<file path="config.mk">
export PLATFORM = sky130hd
export DESIGN_NAME = reflectance_line_position_estimator_top
export DESIGN_NICKNAME = d
export VERILOG_FILES = /design/src/sv/lrpe_pkg.sv /design/src/sv/lrpe_div.sv /design/src/sv/reflectance_line_position_estimator_top.sv
export SDC_FILE = /design/constraint.sdc
export NUM_CORES = 1
export LEC_CHECK = 0
export BUFFER_PORTS_ARGS = -buffer_cell sky130_fd_sc_hd__buf_2
export CAP_MARGIN = 20
export CORE_ASPECT_RATIO = 0.6
export CORE_MARGIN = 2
export CORE_UTILIZATION = 41
export CTS_BUF_LIST = sky130_fd_sc_hd__clkbuf_4 sky130_fd_sc_hd__clkbuf_8
export DETAILED_ROUTE_END_ITERATION = 12
export HOLD_SLACK_MARGIN = 0.15
export MAX_ROUTING_LAYER = met4
export PLACE_DENSITY = 0.61
export SLEW_MARGIN = 0
export SYNTH_ARGS = -nofsm -noshare
export SYNTH_HDL_FRONTEND = slang
export SYNTH_SLANG_ARGS = --single-unit
</file>
<file path="constraint.sdc">
create_clock -name clk -period 11.6 [get_ports clk]
set_clock_uncertainty 0.15 [all_clocks]
set_input_delay 0.58 -clock clk [delete_from_list [all_inputs] [get_ports clk]]
set_output_delay 0.58 -clock clk [all_outputs]
set_load 0.02 [all_outputs]
</file>
<file path="src/sv/lrpe_pkg.sv">
// ----------------------------------------------------------------------------
// lrpe_pkg
// Shared types, constants and state encoding for the reflectance line
// position estimator.
// ----------------------------------------------------------------------------
package lrpe_pkg;

  localparam int NUM_SENSORS = 5;
  localparam int SAMPLE_BITS = 10;
  localparam int LEVEL_BITS  = 10;
  localparam int POS_BITS    = 12;
  localparam int CNT_BITS    = 4;
  localparam int IDX_BITS    = $clog2(NUM_SENSORS);
  localparam int WEIGHT_BITS = 12;
  localparam int PROD_BITS   = SAMPLE_BITS + WEIGHT_BITS;
  localparam int WSUM_BITS   = 24;
  localparam int TOT_BITS    = 13;
  localparam int DIV_QBITS   = 12;

  typedef logic [SAMPLE_BITS-1:0] sample_t;
  typedef logic [LEVEL_BITS-1:0]  level_t;
  typedef logic [POS_BITS-1:0]    pos_t;
  typedef logic [WEIGHT_BITS-1:0] weight_t;
  typedef logic [IDX_BITS-1:0]    idx_t;
  typedef logic [CNT_BITS-1:0]    cnt_t;

  localparam level_t FULL_SCALE    = 10'd1000;
  localparam level_t ON_LINE_LEVEL = 10'd300;
  localparam level_t NOISE_LEVEL   = 10'd50;
  localparam pos_t   POS_RIGHT     = 12'd4000;
  localparam pos_t   POS_CENTER    = 12'd2000;
  localparam idx_t   LAST_IDX      = IDX_BITS'(NUM_SENSORS - 1);

  typedef struct packed {
    logic    mode;
    sample_t raw_0;
    sample_t raw_1;
    sample_t raw_2;
    sample_t raw_3;
    sample_t raw_4;
  } in_item_t;

  typedef struct packed {
    pos_t   position;
    logic   on_line;
    level_t level_0;
    level_t level_1;
    level_t level_2;
    level_t level_3;
    level_t level_4;
  } out_item_t;

  typedef enum logic [2:0] {
    ST_IDLE,
    ST_CAL,
    ST_LVL_START,
    ST_LVL_WAIT,
    ST_ACCUM,
    ST_POS_START,
    ST_POS_WAIT,
    ST_FIN
  } state_t;

  // Position weight of a sensor: 1000 per index.
  function automatic weight_t sensor_weight(idx_t idx);
    weight_t w;
    w = weight_t'(idx) * weight_t'(FULL_SCALE);
    return w;
  endfunction

endpackage

</file>
<file path="src/sv/lrpe_div.sv">
// ----------------------------------------------------------------------------
// lrpe_div
// Restoring divider, one quotient bit per cycle. The caller guarantees the
// quotient fits in QW bits.
// ----------------------------------------------------------------------------
module lrpe_div #(
  parameter int DW = 24,
  parameter int VW = 13,
  parameter int QW = 12
) (
  input  logic          clk,
  input  logic          rst_n,
  input  logic          start,
  input  logic [DW-1:0] dividend,
  input  logic [VW-1:0] divisor,
  output logic          done,
  output logic [QW-1:0] quotient
);

  localparam int CW = $clog2(QW + 1);

  logic          busy_r, busy_nxt;
  logic          done_r, done_nxt;
  logic [CW-1:0] cnt_r, cnt_nxt;
  logic [VW-1:0] rem_r, rem_nxt;
  logic [QW-1:0] num_r, num_nxt;
  logic [VW-1:0] div_r, div_nxt;
  logic [VW:0]   trial;
  logic          ge;

  assign trial = {rem_r, num_r[QW-1]};
  assign ge    = (trial >= {1'b0, div_r});

  always_comb begin
    busy_nxt = busy_r;
    done_nxt = 1'b0;
    cnt_nxt  = cnt_r;
    rem_nxt  = rem_r;
    num_nxt  = num_r;
    div_nxt  = div_r;
    if (start) begin
      busy_nxt = 1'b1;
      cnt_nxt  = CW'(QW);
      rem_nxt  = VW'(dividend[DW-1:QW]);
      num_nxt  = dividend[QW-1:0];
      div_nxt  = divisor;
    end else if (busy_r) begin
      rem_nxt = ge ? VW'(trial - {1'b0, div_r}) : trial[VW-1:0];
      num_nxt = {num_r[QW-2:0], ge};
      cnt_nxt = cnt_r - 1'b1;
      if (cnt_r == CW'(1)) begin
        busy_nxt = 1'b0;
        done_nxt = 1'b1;
      end
    end
  end

  always_ff @(posedge clk) begin
    if (!rst_n) begin
      busy_r <= 1'b0;
      done_r <= 1'b0;
      cnt_r  <= '0;
    end else begin
      busy_r <= busy_nxt;
      done_r <= done_nxt;
      cnt_r  <= cnt_nxt;
    end
  end

  always_ff @(posedge clk) begin
    rem_r <= rem_nxt;
    num_r <= num_nxt;
    div_r <= div_nxt;
  end

  assign done     = done_r;
  assign quotient = num_r;

endmodule

</file>
<file path="src/sv/reflectance_line_position_estimator_top.sv">
// ----------------------------------------------------------------------------
// reflectance_line_position_estimator_top
// Calibrates five reflectance sensors and turns a sample set into a line
// position with per-sensor levels.
// ----------------------------------------------------------------------------
// One item is worked at a time; in_ready is high only while the block is
// idle. A calibration item updates the window min/max and bounds of each
// sensor in turn. A line item does, per sensor, a bounds check, a level
// division on the shared divider when the sample lies strictly inside its
// bounds, and an accumulate step; then the position division when the line
// is seen with a nonzero total, and last the hand-off of the result to the
// output register. The 12-step restoring divider and the single multiplier
// are shared among the line item steps. The result register lets a new item
// be taken while a finished result still waits for its transfer.
// Calibration items give no result.
// ----------------------------------------------------------------------------
module reflectance_line_position_estimator_top #(
  parameter int CAL_SAMPLES = 10
) (
  input  logic                clk,
  input  logic                rst_n,
  input  logic                cfg_wr_en,
  input  logic                cfg_wr_data,
  input  logic                in_valid,
  output logic                in_ready,
  input  lrpe_pkg::in_item_t  in_data,
  output logic                out_valid,
  input  logic                out_ready,
  output lrpe_pkg::out_item_t out_data
);

  localparam int N = lrpe_pkg::NUM_SENSORS;

  lrpe_pkg::state_t state_r, state_nxt;

  // Captured item and the sensor being worked on.
  lrpe_pkg::in_item_t item_r, item_nxt;
  lrpe_pkg::idx_t     idx_r, idx_nxt;
  lrpe_pkg::sample_t  raw_a [N];

  logic pol_r;

  // Calibration state.
  lrpe_pkg::sample_t low_r  [N];
  lrpe_pkg::sample_t low_nxt [N];
  lrpe_pkg::sample_t high_r [N];
  lrpe_pkg::sample_t high_nxt [N];
  lrpe_pkg::sample_t wmax_r [N];
  lrpe_pkg::sample_t wmax_nxt [N];
  lrpe_pkg::sample_t wmin_r [N];
  lrpe_pkg::sample_t wmin_nxt [N];
  lrpe_pkg::cnt_t    cnt_r, cnt_nxt;

  // Line read datapath.
  lrpe_pkg::level_t  lvl_r, lvl_nxt;
  lrpe_pkg::level_t  lvls_r [N];
  lrpe_pkg::level_t  lvls_nxt [N];
  logic              on_line_r, on_line_nxt;
  logic [lrpe_pkg::WSUM_BITS-1:0] wsum_r, wsum_nxt;
  logic [lrpe_pkg::TOT_BITS-1:0]  total_r, total_nxt;
  lrpe_pkg::pos_t    pos_r, pos_nxt;
  lrpe_pkg::pos_t    lastpos_r, lastpos_nxt;

  // Result register.
  logic                out_valid_r, out_valid_nxt;
  lrpe_pkg::out_item_t out_r, out_nxt;
  logic                out_load;

  // Shared multiplier and divider.
  lrpe_pkg::sample_t                mul_a;
  lrpe_pkg::weight_t                mul_b;
  logic [lrpe_pkg::PROD_BITS-1:0]   product;
  logic                             div_start;
  logic [lrpe_pkg::WSUM_BITS-1:0]   div_dividend;
  logic [lrpe_pkg::TOT_BITS-1:0]    div_divisor;
  logic                             div_done;
  logic [lrpe_pkg::DIV_QBITS-1:0]   div_quot;

  // Current sensor views.
  lrpe_pkg::sample_t cur_raw, cur_lo, cur_hi, diff;
  logic              lvl_zero, lvl_full, lvl_direct;
  logic              win_first, win_end;
  lrpe_pkg::sample_t new_max, new_min;
  lrpe_pkg::level_t  lvl_pre;
  logic              pos_valid;

  assign raw_a[0] = item_r.raw_0;
  assign raw_a[1] = item_r.raw_1;
  assign raw_a[2] = item_r.raw_2;
  assign raw_a[3] = item_r.raw_3;
  assign raw_a[4] = item_r.raw_4;

  assign cur_raw = raw_a[idx_r];
  assign cur_lo  = low_r[idx_r];
  assign cur_hi  = high_r[idx_r];
  assign diff    = cur_raw - cur_lo;

  // Bounds not in order (high <= low) or sample at/below low bound give a raw
  // level of 0; at/above high gives full scale; both skip the divider.
  assign lvl_zero   = (cur_hi <= cur_lo) || (cur_raw <= cur_lo);
  assign lvl_full   = (cur_raw >= cur_hi);
  assign lvl_direct = lvl_zero || lvl_full;

  assign win_first = (cnt_r == '0);
  assign win_end   = (cnt_r == lrpe_pkg::CNT_BITS'(CAL_SAMPLES - 1));
  assign new_max   = (win_first || cur_raw > wmax_r[idx_r]) ? cur_raw : wmax_r[idx_r];
  assign new_min   = (win_first || cur_raw < wmin_r[idx_r]) ? cur_raw : wmin_r[idx_r];

  assign pos_valid = on_line_r && (total_r != '0);

  // Multiplier operands: scale numerator while checking bounds, position
  // weight while accumulating.
  always_comb begin
    if (state_r == lrpe_pkg::ST_ACCUM) begin
      mul_a = lrpe_pkg::sample_t'(lvl_r);
      mul_b = lrpe_pkg::sensor_weight(idx_r);
    end else begin
      mul_a = diff;
      mul_b = lrpe_pkg::weight_t'(lrpe_pkg::FULL_SCALE);
    end
  end

  assign product = lrpe_pkg::PROD_BITS'(mul_a) * lrpe_pkg::PROD_BITS'(mul_b);

  lrpe_div #(
    .DW (lrpe_pkg::WSUM_BITS),
    .VW (lrpe_pkg::TOT_BITS),
    .QW (lrpe_pkg::DIV_QBITS)
  ) u_div (
    .clk      (clk),
    .rst_n    (rst_n),
    .start    (div_start),
    .dividend (div_dividend),
    .divisor  (div_divisor),
    .done     (div_done),
    .quotient (div_quot)
  );

  assign out_load = (state_r == lrpe_pkg::ST_FIN) && (!out_valid_r || out_ready);

  // Next state.
  always_comb begin
    state_nxt = state_r;
    case (state_r)
      lrpe_pkg::ST_IDLE: begin
        if (in_valid) begin
          state_nxt = in_data.mode ? lrpe_pkg::ST_LVL_START : lrpe_pkg::ST_CAL;
        end
      end
      lrpe_pkg::ST_CAL: begin
        if (idx_r == lrpe_pkg::LAST_IDX) begin
          state_nxt = lrpe_pkg::ST_IDLE;
        end
      end
      lrpe_pkg::ST_LVL_START: begin
        state_nxt = lvl_direct ? lrpe_pkg::ST_ACCUM : lrpe_pkg::ST_LVL_WAIT;
      end
      lrpe_pkg::ST_LVL_WAIT: begin
        if (div_done) begin
          state_nxt = lrpe_pkg::ST_ACCUM;
        end
      end
      lrpe_pkg::ST_ACCUM: begin
        state_nxt = (idx_r == lrpe_pkg::LAST_IDX) ? lrpe_pkg::ST_POS_START
                                                  : lrpe_pkg::ST_LVL_START;
      end
      lrpe_pkg::ST_POS_START: begin
        state_nxt = pos_valid ? lrpe_pkg::ST_POS_WAIT : lrpe_pkg::ST_FIN;
      end
      lrpe_pkg::ST_POS_WAIT: begin
        if (div_done) begin
          state_nxt = lrpe_pkg::ST_FIN;
        end
      end
      lrpe_pkg::ST_FIN: begin
        if (out_load) begin
          state_nxt = lrpe_pkg::ST_IDLE;
        end
      end
      default: state_nxt = lrpe_pkg::ST_IDLE;
    endcase
  end

  // Datapath and outputs.
  always_comb begin
    item_nxt     = item_r;
    idx_nxt      = idx_r;
    low_nxt      = low_r;
    high_nxt     = high_r;
    wmax_nxt     = wmax_r;
    wmin_nxt     = wmin_r;
    cnt_nxt      = cnt_r;
    lvl_nxt      = lvl_r;
    lvls_nxt     = lvls_r;
    on_line_nxt  = on_line_r;
    wsum_nxt     = wsum_r;
    total_nxt    = total_r;
    pos_nxt      = pos_r;
    lastpos_nxt  = lastpos_r;
    div_start    = 1'b0;
    div_dividend = lrpe_pkg::WSUM_BITS'(product);
    div_divisor  = lrpe_pkg::TOT_BITS'(cur_hi - cur_lo);
    lvl_pre      = '0;

    case (state_r)
      lrpe_pkg::ST_IDLE: begin
        if (in_valid) begin
          item_nxt    = in_data;
          idx_nxt     = '0;
          on_line_nxt = 1'b0;
          wsum_nxt    = '0;
          total_nxt   = '0;
        end
      end
      lrpe_pkg::ST_CAL: begin
        wmax_nxt[idx_r] = new_max;
        wmin_nxt[idx_r] = new_min;
        if (win_end) begin
          if (new_min > cur_hi) high_nxt[idx_r] = new_min;
          if (new_max < cur_lo) low_nxt[idx_r]  = new_max;
        end
        idx_nxt = idx_r + 1'b1;
        if (idx_r == lrpe_pkg::LAST_IDX) begin
          cnt_nxt = win_end ? '0 : cnt_r + 1'b1;
        end
      end
      lrpe_pkg::ST_LVL_START: begin
        if (lvl_direct) begin
          lvl_pre = lvl_zero ? '0 : lrpe_pkg::FULL_SCALE;
          lvl_nxt = pol_r ? lvl_pre : lrpe_pkg::FULL_SCALE - lvl_pre;
        end else begin
          div_start = 1'b1;
        end
      end
      lrpe_pkg::ST_LVL_WAIT: begin
        if (div_done) begin
          lvl_pre = div_quot[lrpe_pkg::LEVEL_BITS-1:0];
          lvl_nxt = pol_r ? lvl_pre : lrpe_pkg::FULL_SCALE - lvl_pre;
        end
      end
      lrpe_pkg::ST_ACCUM: begin
        lvls_nxt[idx_r] = lvl_r;
        if (lvl_r > lrpe_pkg::ON_LINE_LEVEL) on_line_nxt = 1'b1;
        if (lvl_r > lrpe_pkg::NOISE_LEVEL) begin
          wsum_nxt  = wsum_r + lrpe_pkg::WSUM_BITS'(product);
          total_nxt = total_r + lrpe_pkg::TOT_BITS'(lvl_r);
        end
        idx_nxt = idx_r + 1'b1;
      end
      lrpe_pkg::ST_POS_START: begin
        div_dividend = wsum_r;
        div_divisor  = total_r;
        if (pos_valid) begin
          div_start = 1'b1;
        end else begin
          // Off the line: snap to the side last seen, memory untouched.
          pos_nxt = (lastpos_r < lrpe_pkg::POS_CENTER) ? '0 : lrpe_pkg::POS_RIGHT;
        end
      end
      lrpe_pkg::ST_POS_WAIT: begin
        if (div_done) begin
          pos_nxt     = div_quot;
          lastpos_nxt = div_quot;
        end
      end
      default: ;
    endcase
  end

  // Result register.
  always_comb begin
    out_nxt          = out_r;
    out_valid_nxt    = out_valid_r && !out_ready;
    if (out_load) begin
      out_valid_nxt    = 1'b1;
      out_nxt.position = pos_r;
      out_nxt.on_line  = on_line_r;
      out_nxt.level_0  = lvls_r[0];
      out_nxt.level_1  = lvls_r[1];
      out_nxt.level_2  = lvls_r[2];
      out_nxt.level_3  = lvls_r[3];
      out_nxt.level_4  = lvls_r[4];
    end
  end

  always_ff @(posedge clk) begin
    if (!rst_n) begin
      state_r     <= lrpe_pkg::ST_IDLE;
      pol_r       <= 1'b0;
      cnt_r       <= '0;
      lastpos_r   <= '0;
      out_valid_r <= 1'b0;
      for (int i = 0; i < N; i++) begin
        low_r[i]  <= '1;
        high_r[i] <= '0;
      end
    end else begin
      state_r     <= state_nxt;
      cnt_r       <= cnt_nxt;
      lastpos_r   <= lastpos_nxt;
      out_valid_r <= out_valid_nxt;
      low_r       <= low_nxt;
      high_r      <= high_nxt;
      if (cfg_wr_en) begin
        pol_r <= cfg_wr_data;
      end
    end
  end

  // Payload and working registers.
  always_ff @(posedge clk) begin
    item_r    <= item_nxt;
    idx_r     <= idx_nxt;
    wmax_r    <= wmax_nxt;
    wmin_r    <= wmin_nxt;
    lvl_r     <= lvl_nxt;
    lvls_r    <= lvls_nxt;
    on_line_r <= on_line_nxt;
    wsum_r    <= wsum_nxt;
    total_r   <= total_nxt;
    pos_r     <= pos_nxt;
    out_r     <= out_nxt;
  end

  assign in_ready  = (state_r == lrpe_pkg::ST_IDLE);
  assign out_valid = out_valid_r;
  assign out_data  = out_r;

endmodule

</file>
==> results of run 1 <==
==> cell families (layout without fill, tap and decap cells) <==
family	after synthesis	after routing	share of synthesized area
AND/OR/NAND/NOR	693	693	0.125
multiplexers	169	169	0.0632
flip-flops	484	484	0.496
XOR/XNOR	66	66	0.0216
other	0	2	0
AO/OA/AOI/OAI	579	579	0.127
adder cells (fa/ha/maj)	242	242	0.131
buffers and inverters	260	530	0.0375
==> metrics by stage <==
| stage | hold WS [ns] | worst slack [ns] | cells | instance area [um2] | util |
|---|---|---|---|---|---|
| 5_1_grt | 0.239 | 0.768 | 3614 | 30800 | 0.478 |
| 2_1_floorplan | 0.250 | 2.24 | 2493 | 26800 | - |
| 6_report | 0.250 | 1.55 | 3616 | 30800 | 0.478 |
| 4_1_cts | 0.193 | 1.60 | 3609 | 30800 | 0.477 |
| 3_3_place_gp | 0.250 | 1.78 | 3415 | 28600 | 0.443 |
| 3_5_place_dp | 0.255 | 1.66 | 3417 | 28600 | 0.443 |
==> path summary, 6_finish.rpt <==
path / endpoint / slack, ns / cells past startpoint
worst min-delay path: state_r[0] / 0.25 / 5
worst max-delay path: wsum_r[21] / 1.55 / 37
worst min register to register: out_data[45] / 0.26 / 0
worst max register to register: wsum_r[21] / 1.55 / 37
==> tightest hold or removal path, stage by stage <==
cell and delay, ns:
buf_2 0.12, nor4_1 0.17, a21oi_1 0.09, nand2_1 0.07, a31oi_1 0.04
==> cell type report <==
cell class	count	area (um2)
Timing Repair Buffer	235	1620
Multi-Input combinational cell	1749	12600
Tap cell	851	1060
Inverter	157	589
Clock buffer	99	1250
Fill cell	5837	33700
Antenna cell	2	5.00
Sequential cell	484	13300
Clock inverter	39	408
==> cells in the mapped netlist (4+ instances only) <==
master	n	area (um2)
edfxtp_1	360	10800
nand2_1	212	796
a21oi_1	207	1040
nor2_1	197	739
ha_1	179	2240
o21ai_0	178	891
mux2i_1	166	1660
inv_1	156	586
dfxtp_1	124	2480
clkbuf_1	71	267
fa_1	63	1260
nand3_1	54	270
nor4_1	52	325
a21o_1	40	300
xnor2_1	38	333
and3_1	28	175
nor3_1	28	140
xor2_1	28	245
nor2b_1	27	169
o21ai_1	24	120
nand2b_1	22	138
buf_1	16	60.1
a211oi_1	15	113
o211ai_1	14	105
a31oi_1	13	81.3
and2_1	12	75.1
buf_2	12	60.1
nand4_1	12	75.1
o21a_1	12	90.1
o22a_1	12	105
or3_1	9	56.3
or2_2	7	43.8
a211o_1	6	52.6
a21boi_0	6	45.0
nor4b_1	6	52.6
a2111oi_0	5	43.8
o31ai_1	5	37.5
a311o_1	4	40.0
a311oi_1	4	35.0
buf_4	4	30.0
nand3b_1	4	30.0
nor3b_1	4	30.0
o221ai_1	4	35.0
o22ai_1	4	25.0
o31a_1	4	35.0
==> flip-flops by register name, indices dropped and copies added, names as in the netlist, 21 cells and up <==
| register | count |
|---|---|
| high_r | 50 |
| item_r | 50 |
| low_r | 50 |
| lvls_r | 50 |
| out_data | 63 |
| wmax_r | 50 |
| wmin_r | 50 |
| wsum_r | 21 |
==> metal layers <==
layer | vias to the layer above | share of wire
met2 | 814 | 0.40
met3 | 113 | 0.092
met4 | 0 | 0.017
met5 | - | 0
met1 | 10003 | 0.49
li1 | 9506 | -
==> timing repair <==
item | 4_1_cts | 5_1_grt
hold endpoints to repair | 53 | 0
resized for setup | 0 | 0
hold buffers | 54 | 0
==> key figures, run 1 <==
Min path
  – Hold Crit Start: in_valid
  – HP Class: in -> reg

Routing
  – Vias: 20,436
  – Total Wirelength: 75,500 um
  – Initial DRT Pass Iterations: 5
  – DR vias/cell: approximately 5.7
  – Wire per inst: 20.9 um
  – DRC Markers: 0
  – DR iter-0 viols: 2,082
  – Routed Antenna Nets: 0

Synth
  – Main synth FF type: edfxtp_1
  – Distinct cell type count after synthesis: 69
  – Post-synth EDFFs: 360
  – Mapped Nets: 2,792
  – #FFs+latches synth: approximately 480
  – Yosys Warn Count: 0
  – Post-Syn Area per Cell: 10.8 um2
  – Cells after Synth: 2,493
  – Synthesized area: 0.0268 mm2
  – Register area share after synthesis: 0.496
  – Ys async rst share: 0

Setup path
  – Critical Path AT: 10.33 ns
  – WP buf/inv: 8
  – Crit Path Max Fanout: 122
  – Crit path kind: reg -> reg
  – CP peak stage delay: 0.67 ns
  – Critical path's most frequent cell: inv_1
  – CP startpoint kind: flop
  – Slowest cell on crit path: o31ai_1
  – Critical register-to-register path startpoint: idx_r[0]
  – CP startpoint: idx_r[0]
  – CP Capture Type: flop
  – CP required: 11.88 ns
  – Crit path max-delay family: adder cells

Clocking
  – CTS tree: yes
  – Sink Count: 484
  – H-Tree Depth: 3
  – Worst-skew pair later-pin latency: 0.72 ns
  – Clock root buffer: clkbuf_8
  – Post-CTS Setup Bufs: 0
  – Total CTS buffers: 75
  – Clk slew on worst S/H paths: 0.06 ns
  – Clock tree buffer depth: 3

Final layout
  – Area grow syn2layout: 15.0%
  – Commonest non-fill, non-tap cell in the layout: edfxtp_1
  – Most frequent cells in the layout: 360 x edfxtp_1, 211 x nand2_1, 207 x a21oi_1
  – Fraction of layout cells with a size suffix above 1: 0.126
  – Nets: 3,001

Timing
  – Post-route clock period utilization: 0.866
  – Min cycle time layout: 10.05 ns
  – Slew Viols, Final: 0
  – Post-Route Setup TNS: 0 ns
  – RSZ-0062 raised after global routing: false
  – Final setup vio count: 0
  – Worst slew margin: 0.213
  – Slew @ Worst Pin: 1.18 ns
  – Final Hold Fails: 0
  – FMAX: about 100 MHz

Global route
  – Total track usage: 0.232
  – Met3 Usage GRT: 0.0544
  – Busiest layer in global routing: met1
  – Routing usage on met1: 0.349
  – Vias in the first global route: about 20,000
  – First-pass GRT wire length: 118,000 um
  – Met2 Track Usage GR: 0.312
  – Largest net degree at the start of global routing: 123
  – Overflow after GRT: 0
  – Initial antenna violation count: 1

Floorplan
  – Die Width: 334 um
  – Top Ports: 122
  – Initial Util: 0.416
  – Core area: between 0.06 and 0.07 mm2
  – Core Rows: between 70 and 80
  – Die Height: 202 um
  – Die ar.: 0.0675 mm2

Placed design
  – Port buffer count: 121
  – DP HPWL: 53,400 um
  – GPL Wtd Cong: approximately 0.9

Run
  – Maxcap violations: 0

Status
  – Status: complete, no violations
Power of run 1 is not shown: default switching activity piles up to over one toggle a cycle in this logic, so the estimate is an artifact.
==> run 2: changes to the inputs <==
clock period = 9.85 ns   (was 11.6 ns; I/O delays follow)
==> key figures, run 2 (synthesized netlist as in run 1, its figures left out) <==
Status
  – Status: complete, no violations

Final layout
  – Nets: 3,032 (+1.0%)
  – Non-filler cells, final: 3,647 (+0.86%)
  – Max reg flops: 63 (unchanged)
  – Footprint of the multi-input gates: 0.0126 mm2 (+0.29%)
  – Commonest non-fill, non-tap cell in the layout: edfxtp_1
  – # fillers: 5,856 (+0.33%)
  – Sequential standard cell area: 0.0133 mm2 (unchanged)
  – Most frequent cells in the layout: 360 x edfxtp_1, 211 x nand2_1, 207 x a21oi_1
  – Fraction of layout cells with a size suffix above 1: 0.139 (+0.0136)
  – Area grow syn2layout: 15.8%
  – Post-route cell area: 0.0310 mm2 (+0.70%)

Global route
  – Initial antenna violation count: 2 (+1)
  – First-pass GRT wire length: 118,000 um (+0.11%)
  – Largest net degree at the start of global routing: 61 (-50%)
  – Overflow after GRT: 0 (unchanged)
  – Vias in the first global route: 19,907 (-0.39%)
  – Total track usage: 0.235 (+0.00254)

Routing
  – DR iter-0 viols: 2,261 (+8.6%)
  – Wire per inst: 21.3 um (+2.0%)
  – DRC Markers: 0 (unchanged)
  – Vias: 20,653 (+1.1%)
  – Initial DRT Pass Iterations: 8 (+3)
  – DR vias/cell: 5.66 (+0.20%)
  – Routed Antenna Nets: 0 (unchanged)
  – Total Wirelength: 77,700 um (+2.9%)

Min path
  – Hold Crit Start: rst_n
  – Hold Path Stages: 3 (-2)
  – HP Class: in -> reg
  – Hold endpoint: low_r[31]

Setup path
  – CP startpoint: idx_r[0]
  – R2R setup slack: 0.45 ns (-1.10 ns)
  – R2R Path End: high_r[42]
  – Crit path kind: reg -> reg
  – CP startpoint kind: flop
  – CP required: 10.32 ns (-1.56 ns)
  – Reg2reg path depth: 23 (-38%)
  – CP Capture Type: flop
  – Critical register-to-register path startpoint: idx_r[0]
  – Critical Path AT: 9.87 ns (-0.46 ns)
  – Crit Path Max Fanout: 52 (-57%)

Floorplan
  – Die ar.: 0.0675 mm2 (unchanged)
  – Die Width: 334 um (unchanged)
  – Initial Util: 0.416 (unchanged)
  – Top Ports: 122 (unchanged)
  – Die Height: 202 um (unchanged)
  – Core Rows: 72 (unchanged)
  – Core area: 0.0645 mm2 (unchanged)

Clocking
  – Sink Count: 484 (unchanged)
  – Clock tree buffer depth: 3 (unchanged)
  – Worst-skew pair later-pin latency: 0.72 ns (about the same)
  – Total CTS buffers: 75 (unchanged)
  – Clock root buffer: clkbuf_8
  – Clk slew on worst S/H paths: 0.06 ns (about the same)
  – CTS tree: yes
  – H-Tree Depth: 3 (unchanged)

Timing
  – Final setup vio count: 0 (unchanged)
  – Post-Route Setup TNS: 0 ns (unchanged)
  – Post-route clock period utilization: 0.954 (+0.0877)
  – Slew Viols, Final: 0 (unchanged)
  – Slew @ Worst Pin: 1.12 ns (-0.0580 ns)
  – Final Hold Fails: 0 (unchanged)
  – Min Hold Slack: 0.253 ns (+0.00231 ns)
  – RSZ-0062 raised after global routing: false
  – Min cycle time layout: 9.40 ns (-0.652 ns)
  – Worst slew margin: 0.252 (+0.0387)
  – FMAX: 106 MHz (+6.9%)

Placed design
  – DP HPWL: 55,400 um (+3.8%)
  – Placed Instance Area: 0.0288 mm2 (+0.71%)
  – GPL Wtd Cong: 0.953 (+5.4%)
  – Port buffer count: 121 (unchanged)
  – Inst Count DP: 3,444 (+0.79%)

Run
  – Maxcap violations: 0 (unchanged)
run 2: cell count changes in the layout (fill, tap and decap cells not counted), sizes merged:
cell	change
clkbuf	+16
clkinv	-10
buf	+29
dlygate4sd3	+1
diode	-1
bufinv	-4
run 2: area by class of cell:
type | count | share of cell area
multi-input cells | 1749 | 0.407
inverters | 157 | 0.0190
repair buffers | 266 | 0.0604
clock buffers | 114 | 0.0441
clock inverters | 25 | 0.00706
well taps | 851 | 0.0343
flip-flops and latches | 484 | 0.428
diodes | 1 | 0.0000806
run 2: metrics by stage:
| stage | utilization | setup WS, ns |
|---|---|---|
| floorplan | - | 0.487 |
| global placement | 0.446 | 0.687 |
| detailed placement | 0.446 | 0.461 |
| CTS | 0.479 | 0.406 |
| global route | 0.481 | 0.00701 |
| finish | 0.481 | 0.453 |
run 2: per-layer routing:
| metal | GRT usage | part of all wire | vias to the layer above |
|---|---|---|---|
| met5 | - | 0 | - |
| met3 | 0.0719 | 0.11 | 117 |
| met1 | 0.354 | 0.48 | 10028 |
| met2 | 0.302 | 0.39 | 960 |
| met4 | 0.0521 | 0.017 | 0 |
| li1 | - | - | 9548 |
run 2: worst max-delay path by stage:
stage / depth (start not counted) / slack, ns / to
after floorplan: 39 / 0.49 / wsum_r[21]
after global placement: 37 / 0.69 / wsum_r[21]
after detailed placement: 40 / 0.46 / wsum_r[23]
after CTS: 40 / 0.41 / wsum_r[23]
after global routing: 35 / 0.007 / wsum_r[21]
final: 23 / 0.45 / high_r[42]
run 2: worst max-delay path, stage by stage, from the launching register on:
cell,delay [ns]
edfxtp_1,0.54
buf_4,0.24
buf_4,0.63
mux2i_1,0.27
nor2_1,0.06
a21oi_1,0.83
ha_1,0.41
a21o_1,0.16
a21o_1,0.17
a211o_1,0.32
a221oi_4,0.28
buf_4,0.51
or2_1,0.67
mux2i_1,0.63
ha_1,0.27
a21o_1,0.12
a21o_1,0.12
a21o_1,0.11
a21oi_1,0.10
o221ai_1,0.56
nand2_1,0.68
nor2_1,0.77
nand3_2,0.37
o21ai_0,0.25
run 2: what timing repair did:
item | in CTS | in global routing
buffers inserted | 0 | 3
hold buffers | 55 | 0
endpoints found under the setup margin | 0 | 5
gates resized for setup | 0 | 11
hold endpoints to repair | 53 | 0
Power of run 2 is left out for the same reason.
